[src/hdl/fbfl_pkg.sv]
// Package for the fixed block free list allocator.
// Holds the command and status codes, field widths and reset values.
// No dependencies.
`default_nettype none

package fbfl_pkg;

   localparam int INDEX_W = 8;
   localparam int COUNT_W = 9;
   localparam int LINK_W = 9;
   localparam int KIND_W = 2;
   localparam int STATUS_W = 2;

   localparam int REQ_DATA_W = 16;
   localparam int REQ_USER_W = 2;
   localparam int RSP_DATA_W = 24;

   localparam int MAX_BLOCKS_DEFAULT = 256;
   localparam int LINK_DEPTH_CAP = 256;

   localparam logic [COUNT_W-1:0] BLOCK_COUNT_RESET = 9'd256;
   localparam logic [COUNT_W-1:0] COUNT_MAX = 9'h1FF;
   localparam logic [LINK_W-1:0] LINK_NONE = 9'h100;

   localparam logic [KIND_W-1:0] KIND_INIT = 2'd0;
   localparam logic [KIND_W-1:0] KIND_ALLOC = 2'd1;
   localparam logic [KIND_W-1:0] KIND_FREE = 2'd2;

   localparam logic [STATUS_W-1:0] STATUS_OK = 2'd0;
   localparam logic [STATUS_W-1:0] STATUS_EMPTY = 2'd1;
   localparam logic [STATUS_W-1:0] STATUS_RANGE = 2'd2;

endpackage

`default_nettype wire

[src/hdl/fixed_block_free_list_allocator.sv]
// Fixed block free list allocator: command decode, pool state and link memory.
// Depends on fbfl_pkg for codes, widths and reset values.
//
// Usage: each request word on req_ is a command (init, alloc or free) and gives
// exactly one response word on rsp_, in order. Init makes blocks 0 up to
// block_count-1 (block_count capped at MAX_BLOCKS) free and hands them out in ascending order;
// alloc pops the most recently freed block first; free pushes a block onto the list.
// Every response carries the free block count after the command.
// block_count is written through csr_wr_en/csr_wr_data while no command is
// outstanding; it takes effect at the next command.
// The response is registered and valid in the cycle after acceptance.
// One command per cycle is accepted for init, free and alloc of an untouched block
// while the response is taken; an alloc that pops the free list holds off the next
// command while the new head is read from the link memory, whose read is registered.
// When rsp_tready is low the response waits in its register and req_tready
// drops until it is taken; a new command is accepted in the cycle the waiting
// word leaves.
// Reset empties the pool (no free blocks, list empty) and sets block_count to
// 256. The link memory is not cleared: an entry is always written by a free
// before the list can point at it.
`default_nettype none

module fixed_block_free_list_allocator #(
   parameter int MAX_BLOCKS = fbfl_pkg::MAX_BLOCKS_DEFAULT
) (
   input  wire                                   clock,
   input  wire                                   reset,
   // csr_wr_data: block_count[8:0]
   input  wire                                   csr_wr_en,
   input  wire  [fbfl_pkg::COUNT_W-1:0]          csr_wr_data,
   input  wire                                   req_tvalid,
   output logic                                  req_tready,
   // req_tdata: block_index[7:0], block_present[8], zero pad[15:9]
   input  wire  [fbfl_pkg::REQ_DATA_W-1:0]       req_tdata,
   // req_tuser: kind[1:0]
   input  wire  [fbfl_pkg::REQ_USER_W-1:0]       req_tuser,
   output logic                                  rsp_tvalid,
   input  wire                                   rsp_tready,
   // rsp_tdata: granted_block[7:0], granted[8], free_count[17:9],
   //            status[19:18], zero pad[23:20]
   output logic [fbfl_pkg::RSP_DATA_W-1:0]       rsp_tdata
);

   import fbfl_pkg::*;

   // Only indexes below MAX_BLOCKS and below 256 can be freed, so the link memory is as deep as the smaller.
   localparam int LinkDepth = (MAX_BLOCKS < LINK_DEPTH_CAP) ? MAX_BLOCKS : LINK_DEPTH_CAP;
   localparam int AddrW = $clog2(LinkDepth);

   localparam logic S_IDLE = 1'b0;
   localparam logic S_POP = 1'b1;

   logic                state_ff, state_in;
   logic [LINK_W-1:0]   head_ff, head_in;
   logic [COUNT_W-1:0]  mark_ff, mark_in;
   logic [COUNT_W-1:0]  total_ff, total_in;
   logic [COUNT_W-1:0]  count_ff;

   logic                rsp_valid_ff, rsp_valid_in;
   logic [RSP_DATA_W-1:0] rsp_data_ff;

   logic [LINK_W-1:0]   link_mem [LinkDepth];
   logic [LINK_W-1:0]   rd_data_ff;
   logic                rd_en;
   logic                wr_en;
   logic [AddrW-1:0]    rd_addr;
   logic [AddrW-1:0]    wr_addr;
   logic [LINK_W-1:0]   wr_data;

   logic                accept;
   logic [KIND_W-1:0]   kind;
   logic [INDEX_W-1:0]  blk_idx;
   logic                blk_present;
   logic                head_valid;
   logic                over_max;
   logic [COUNT_W-1:0]  pool_limit;

   logic [INDEX_W-1:0]  grant_blk;
   logic                grant;
   logic [STATUS_W-1:0] status;

   assign kind        = req_tuser[KIND_W-1:0];
   assign blk_idx     = req_tdata[INDEX_W-1:0];
   assign blk_present = req_tdata[INDEX_W];

   assign req_tready = (state_ff == S_IDLE) && (!rsp_valid_ff || rsp_tready);
   assign accept     = req_tvalid && req_tready;

   // The head only ever holds a freed index or the none marker.
   assign head_valid = !head_ff[LINK_W-1];

   assign over_max   = 32'(count_ff) > 32'(MAX_BLOCKS);
   assign pool_limit = over_max ? COUNT_W'(MAX_BLOCKS) : count_ff;

   assign rd_addr = head_ff[AddrW-1:0];
   assign wr_addr = blk_idx[AddrW-1:0];

   always_comb begin
      state_in  = state_ff;
      head_in   = head_ff;
      mark_in   = mark_ff;
      total_in  = total_ff;
      grant_blk = '0;
      grant     = 1'b0;
      status    = STATUS_OK;
      rd_en     = 1'b0;
      wr_en     = 1'b0;
      wr_data   = head_valid ? head_ff : LINK_NONE;

      if (state_ff == S_POP) begin
         // Link of the popped block arrives from memory this cycle.
         head_in  = rd_data_ff;
         state_in = S_IDLE;
      end else if (accept) begin
         unique case (kind)
            KIND_INIT: begin
               head_in  = LINK_NONE;
               mark_in  = '0;
               total_in = pool_limit;
            end
            KIND_ALLOC: begin
               if (head_valid) begin
                  grant_blk = head_ff[INDEX_W-1:0];
                  grant     = 1'b1;
                  rd_en     = 1'b1;
                  state_in  = S_POP;
                  if (total_ff != '0) begin
                     total_in = total_ff - 1'b1;
                  end
               end else if ((total_ff != '0) && (mark_ff < pool_limit)) begin
                  grant_blk = mark_ff[INDEX_W-1:0];
                  grant     = 1'b1;
                  mark_in   = mark_ff + 1'b1;
                  total_in  = total_ff - 1'b1;
               end else begin
                  status = STATUS_EMPTY;
               end
            end
            KIND_FREE: begin
               if (blk_present) begin
                  if ({1'b0, blk_idx} >= pool_limit) begin
                     status = STATUS_RANGE;
                  end else begin
                     wr_en   = 1'b1;
                     head_in = {1'b0, blk_idx};
                     if (total_ff != COUNT_MAX) begin
                        total_in = total_ff + 1'b1;
                     end
                  end
               end
            end
            default: begin
            end
         endcase
      end
   end

   assign rsp_valid_in = accept || (rsp_valid_ff && !rsp_tready);

   always_ff @(posedge clock) begin
      if (reset) begin
         state_ff     <= S_IDLE;
         head_ff      <= LINK_NONE;
         mark_ff      <= '0;
         total_ff     <= '0;
         count_ff     <= BLOCK_COUNT_RESET;
         rsp_valid_ff <= 1'b0;
      end else begin
         state_ff     <= state_in;
         head_ff      <= head_in;
         mark_ff      <= mark_in;
         total_ff     <= total_in;
         rsp_valid_ff <= rsp_valid_in;
         if (csr_wr_en) begin
            count_ff <= csr_wr_data;
         end
      end
   end

   always_ff @(posedge clock) begin
      if (accept) begin
         rsp_data_ff <= {{(RSP_DATA_W - INDEX_W - 1 - COUNT_W - STATUS_W){1'b0}},
                         status, total_in, grant, grant_blk};
      end
   end

   always_ff @(posedge clock) begin
      if (wr_en) begin
         link_mem[wr_addr] <= wr_data;
      end
   end

   always_ff @(posedge clock) begin
      if (rd_en) begin
         rd_data_ff <= link_mem[rd_addr];
      end
   end

   assign rsp_tvalid = rsp_valid_ff;
   assign rsp_tdata  = rsp_data_ff;

`ifndef SYNTHESIS
   // No command may enter while the popped head is still being fetched.
   a_pop_blocks: assert property (@(posedge clock) disable iff (reset)
      (state_ff == S_POP) |-> !req_tready)
      else $error("command accepted during list pop");

   // An alloc that takes the list head always enters the pop state to fetch the link.
   a_pop_follows: assert property (@(posedge clock) disable iff (reset)
      (accept && (kind == KIND_ALLOC) && head_valid) |=> (state_ff == S_POP))
      else $error("list pop did not fetch the next link");

   // A granted block never comes with an error status.
   a_grant_ok: assert property (@(posedge clock) disable iff (reset)
      (rsp_valid_ff && rsp_data_ff[INDEX_W]) |->
         (rsp_data_ff[INDEX_W+1+COUNT_W +: STATUS_W] == STATUS_OK))
      else $error("grant reported with nonzero status");

   // A free that is pushed leaves the freed block at the head of the list.
   a_push_head: assert property (@(posedge clock) disable iff (reset)
      wr_en |=> (head_ff == {1'b0, $past(blk_idx)}))
      else $error("freed block is not the new head");
`endif

endmodule

`default_nettype wire

[config.mk]
export PLATFORM = sky130hd
export DESIGN_NAME = fixed_block_free_list_allocator
export DESIGN_NICKNAME = d
export VERILOG_FILES = /design/src/hdl/fbfl_pkg.sv /design/src/hdl/fixed_block_free_list_allocator.sv
export SDC_FILE = /design/constraint.sdc
export NUM_CORES = 2
export LEC_CHECK = 0
export ABC_AREA = 1
export BUFFER_PORTS_ARGS = -buffer_cell sky130_fd_sc_hd__buf_2
export CORE_AREA = 2 2 496 498
export DETAILED_ROUTE_END_ITERATION = 12
export DIE_AREA = 0 0 498 500
export PLACE_DENSITY = 0.64
export SKIP_LAST_GASP = 1
export SYNTH_ARGS = -nofsm -noshare
export SYNTH_HDL_FRONTEND = slang
export SYNTH_SLANG_ARGS = --single-unit
export TNS_END_PERCENT = 10
[constraint.sdc]
create_clock -name clock -period 9.6 [get_ports clock]
set_input_delay 0.48 -clock clock [delete_from_list [all_inputs] [get_ports clock]]
set_output_delay 0.48 -clock clock [all_outputs]
set_load 0.05 [all_outputs]
# After elaboration in Yosys (flattened, before gate mapping)
# Memory sizes are Yosys's and may differ from the RTL's. A register that Yosys moved wholly into a read port is not among the register bits.
# Index checks and enable logic that the tools add are counted.
# totals
reg_bits,58
ram_bits,2304
output_inout_bits,26
memories,1
# memory_table
memory,words,word_bits,read_ports,rd_ports_with_merged_regs,write_ports,line_no,text
link_mem,256,9,1,1,1,fixed_block_free_list_allocator.sv:62,logic [LINK_W-1:0] link_mem [LinkDepth];
# op_classes
addsub,3
n_lt_le_gt_ge,3
eq_ne,7
mux,39
bitwise_logic,2
reduce_logical,16
# op_table
op,n
$mux W9,16
$pmux W9 S2,2
$pmux W9 S3,1
$add A9 B1 Y9 const B,2
$mux W8,2
$mux W1,15
$ge A8 B9 Y1,1
$gt A9 B9 Y1 const B,1
$lt A9 B9 Y1,1
$ne A9 B9 Y1 const B,1
$reduce_bool A9 Y1,1
$sub A9 B1 Y9 const B,1
$ne A3 B3 Y1 const B,2
$reduce_and A5 Y1,1
$logic_and A1 B1 Y1,4
$mux W2,2
$ne A2 B2 Y1 const B,2
$pmux W2 S2,1
$reduce_and A4 Y1,1
$reduce_bool A2 Y1,2
$reduce_bool A3 Y1,1
$eq A2 B1 Y1 const B,1
$eq A2 B2 Y1 const B,1
$logic_not A1 Y1,2
4 further kinds,6

# Depth between registers and ports, before layout
# logic_depth
ltp_word,10
ltp_mapped,19
mapped_depth_nobuf,19

# Worst setup path before layout
# OpenSTA, ideal clock, no wires.
# synth_timing
kind,flip-flop to flip-flop
from,register head_ff[8]
to,"memory link_mem[0][1], data pin"
setup_time_ns,1.399
arrival_time_ns,8.356
t_required_ns,8.201
setup_slack_ns,-0.155
path_stages_with_launch,3
period_less_slack_ns,9.755
path_cell_list,dfxtp_1 -> clkbuf_1 -> nor2_1
# synth_between
elab_chain_len,1
# synth_lines
element,line_no,text
"start, declared",fixed_block_free_list_allocator.sv:54,"logic [LINK_W-1:0] head_ff, head_in;"
"start signal, assigned",fixed_block_free_list_allocator.sv:170,head_ff <= head_in;
$mux W9,fixed_block_free_list_allocator.sv:108,wr_data = head_valid ? head_ff : LINK_NONE;
named net wr_data[1],fixed_block_free_list_allocator.sv:68,logic [LINK_W-1:0] wr_data;
"end, declared",fixed_block_free_list_allocator.sv:62,
# The timed path passes the listed nets, and every way through them passes these cells.

# Final worst setup path
# layout_timing
from,register count_ff[1]
to,memory link_mem[138][3] (enable)
# layout_between
elab_chain_len,10
# layout_lines
element,line_no,text
"start, declared",fixed_block_free_list_allocator.sv:57,logic [COUNT_W-1:0] count_ff;
"start signal, assigned",fixed_block_free_list_allocator.sv:175,count_ff <= csr_wr_data;
$gt A9 B9 Y1,fixed_block_free_list_allocator.sv:92,assign over_max = 32'(count_ff) > 32'(MAX_BLOCKS);
$mux W9 (*),fixed_block_free_list_allocator.sv:93,assign pool_limit = over_max ? COUNT_W'(MAX_BLOCKS) : count_ff;
$ge A8 B9 Y1 (*),fixed_block_free_list_allocator.sv:141,"if ({1'b0, blk_idx} >= pool_limit) begin"
$mux W1 (*),fixed_block_free_list_allocator.sv:141,
$mux W1 (*),fixed_block_free_list_allocator.sv:140,if (blk_present) begin
$mux W1 (*),fixed_block_free_list_allocator.sv:115,unique case (kind)
$mux W1 (*),fixed_block_free_list_allocator.sv:114,end else if (accept) begin
$mux W1 (*),fixed_block_free_list_allocator.sv:110,if (state_ff == S_POP) begin
$mux W1 (*),fixed_block_free_list_allocator.sv:188,if (wr_en) begin
$mux W1 (implied by the code) (*),fixed_block_free_list_allocator.sv:189,link_mem[wr_addr] <= wr_data;
# Mark *: on every way between the ends. The rest lies on a longest branch, timed or not.

==> impl_metrics.tcl <==
set metrics [dict create \
    seq_area_sq_um 70800 \
    clkTransAtPathRegs_ns 0.06 \
    swShare 0.239 \
    startpoint_type "flop" \
    required_ns 10.09 \
    use_met1 0.270 \
    tns_ns 0 \
    critPathArrivalTime_ns 5.50 \
    die_x_um 498 \
    cts_buffer_depth 3 \
    drt-total-wl_mm 254 \
    netlist_instances 8319 \
    powerDensity_nw_per_um2 203 \
    slew_violations 0 \
    root_buffer "clkbuf_16" \
    grt_pass1_wl_mm 378 \
    relSlewSlack 0.167 \
    area_growth_pct 10.7 \
    hold_slack_ns 0.0490 \
    core_area_sq_um 244000 \
    grt-busiest-layer "met2" \
    pre_cts_ws_ns 4.66 \
    htreeDepth 4 \
    drtAntennaViolNets 0 \
    p_leak_nw 36.4 \
    p_clk_frac 0.400 \
    grt_pass1_vias 59916 \
    grt.total_usage 0.199 \
    via_per_inst 5.45 \
    syn_area_per_cell_sq_um 11.6 \
    drv_cap 0 \
    routabilityCongestion 0.882 \
    drtIter0Drc 7851 \
    dieArea_sq_um 249000 \
    io_pins 58 \
    hold_violations 0 \
    rsz0062_at_grt "no" \
    numCtsBuffers 225 \
    clock_sink_count 2371 \
    layout_common_cells "nand2_1 (2461), edfxtp_1 (2333), nand3_1 (2331)" \
    p_sw_mw 5.22 \
    min_period_over_period 0.522 \
    grt_remaining_overflow 0 \
    vdd.ir_drop.worst_uv 198 \
    p_total_mw 21.8 \
    worstHoldPathCells 3 \
    syn_area_sq_um 96900 \
    hpwl_mm 139 \
    yosys.area.top_type "edfxtp_1" \
    worstSetupPathType "flop to flop" \
    use_met3 0.0380 \
    hold_path_class "input port to flop" \
    combPwrFrac 0.081 \
    drive_above_1_share 0.0632 \
    synth-seq-cells 2371 \
    period_needed_ns 5.01 \
    synth-warning-count 0 \
    outcome "completed" \
    worst_pin_slew_ns 1.25 \
    vias 62985 \
    synth_top_area_frac 0.723 \
    seqPwrFrac 0.519 \
    grt_max_degree 208 \
    die_h_um 500 \
    row_count 182 \
    clk-insertion-delay-late_ns 0.88 \
    fmax_ghz 0.200 \
    layout_commonest_cell "nand2_1" \
    r2r_cells 16 \
    fill_cells 21968 \
    internal_power_mw 16.6 \
    antenna_found_initial 10 \
    tritoncts "built" \
    setup_ws_ns 4.59 \
    worstSetupEndpointType "flop" \
    drc_errors 0 \
    synthTopCellsByArea "edfxtp_1 (72%), nand3_1 (12%), nand2_1 (9.6%), clkbuf_1 (1.3%), nor2_1 (1.2%)" \
    yosysSeqAreaShare 0.731 \
    postCtsSetupBuffers 0 \
    drt_pass1_iterations 6 \
    synth.distinct_cells 34 \
    setup_viol 0 \
    wl_per_cell_um 22.0 \
    worst-path-max-fanout 16 \
    multi_input_area_sq_um 23500 \
    start_util 0.397 \
    skew_ns 0.0376 \
    met2_usage 0.318 \
    num-nets-final 8193 \
    port_buffers 46 \
]
[cells by family (layout without fill, tap and decap cells)]
kind of cell	Yosys count	in the layout	synth area share
compound gates	79	79	0.00434
xor+xnor	6	6	0.000542
fa+ha+maj	23	23	0.00297
buf+inv	650	661	0.0281
flops	2371	2371	0.731
other cells	1	13	0.0000387
simple gates	5189	5189	0.233
[routing by layer]
layer / share of wire / vias to the layer above / routed length [um]
met5: 0.00026 / - / 67
met4: 0.039 / 10 / 9930
met3: 0.087 / 497 / 22100
met2: 0.47 / 2606 / 119000
met1: 0.40 / 30724 / 103000
li1: - / 29148 / -
[cell usage after synthesis]
master and count:
or2_2 1, conb_1 1, a21boi_1 1, nor3_4 4, nand3b_1 3, buf_1 102, a31oi_1 6, o21ai_0 32
nor2_2 14, a211oi_1 2, dfxtp_1 38, clkinv_1 1, o211ai_1 2, ha_1 23, nor3_1 7, buf_2 115
buf_6 16, nand4_1 12, nand2_2 18, nand2_4 1, nand2_1 2477, o21bai_1 1, nor2_4 2, xor2_1 6
nor2_1 316, clkbuf_1 329, a21o_1 1, buf_4 4, a21oi_1 34, nor4_1 3, nand3_1 2331, edfxtp_1 2333
inv_1 82, inv_2 1
[state kept, by name, summed over array words and instances, names as in the netlist]
signal      cells
count_ff        9
mark_ff         9
rsp_tvalid      1
state_ff        1
link_mem     2304
head_ff         9
total_ff        9
rsp_tdata      20
rd_data_ff      9
[power groups by stage]
| stage | sequential (mW) | clock [mW] | combinational, mW |
|---|---|---|---|
| 2_1_floorplan | 11.6 | 0 | 1.09 |
| 3_3_place_gp | 11.5 | 0 | 1.72 |
| 3_5_place_dp | 11.5 | 0 | 1.74 |
| 4_1_cts | 11.3 | 8.82 | 1.75 |
| 5_1_grt | 11.3 | 9.25 | 1.92 |
| 6_report | 11.3 | 8.71 | 1.77 |
[area by class of cell]
| class | count | share of cell area |
|---|---|---|
| Antenna cell | 9 | 0.000210 |
| Timing Repair Buffer | 155 | 0.0121 |
| Inverter | 84 | 0.00320 |
| Tap cell | 3220 | 0.0376 |
| Clock inverter | 125 | 0.0110 |
| Sequential cell | 2371 | 0.661 |
| Clock buffer | 297 | 0.0563 |
| Multi-Input combinational cell | 5301 | 0.219 |
[worst max-delay path, cell delays in order (launching register included)]
cell,delay (ns)
dfxtp_1,0.36
nor4_1,0.28
nand2_1,0.08
nand2_1,0.18
nand2_1,0.22
ha_1,0.34
nand2_1,0.07
a21oi_1,0.05
nor2_1,0.08
nand2_1,0.09
nor2_4,0.38
nand2_4,0.11
nor2_4,0.12
nand2_2,0.17
nor3_4,0.73
nand2_2,0.47
nor2_1,0.87
[stage by stage]
stage,util,area (sq um),cells
2_1_floorplan,-,96900,8322
3_3_place_gp,0.408,99800,11110
3_5_place_dp,0.408,99800,11110
4_1_cts,0.439,107000,11553
5_1_grt,0.439,107000,11561
6_report,0.439,107000,11562
[path summary, 6_finish.rpt]
check | from | to | slack [ns]
max | count_ff[1] | link_mem[138][3] | 4.59
max reg2reg | count_ff[1] | link_mem[138][3] | 4.59
min | csr_wr_en | count_ff[0] | 0.05
min reg2reg | count_ff[0] | count_ff[0] | 0.52
[repair_timing]
| item | 4_1_cts | 5_1_grt |
|---|---|---|
| setup endpoints to repair | 0 | 0 |
| hold endpoints to repair | 18 | 0 |
| hold buffers | 21 | 0 |
| gates resized for setup | 0 | 0 |
No activity file was read; power rests on OpenSTA's default activity.
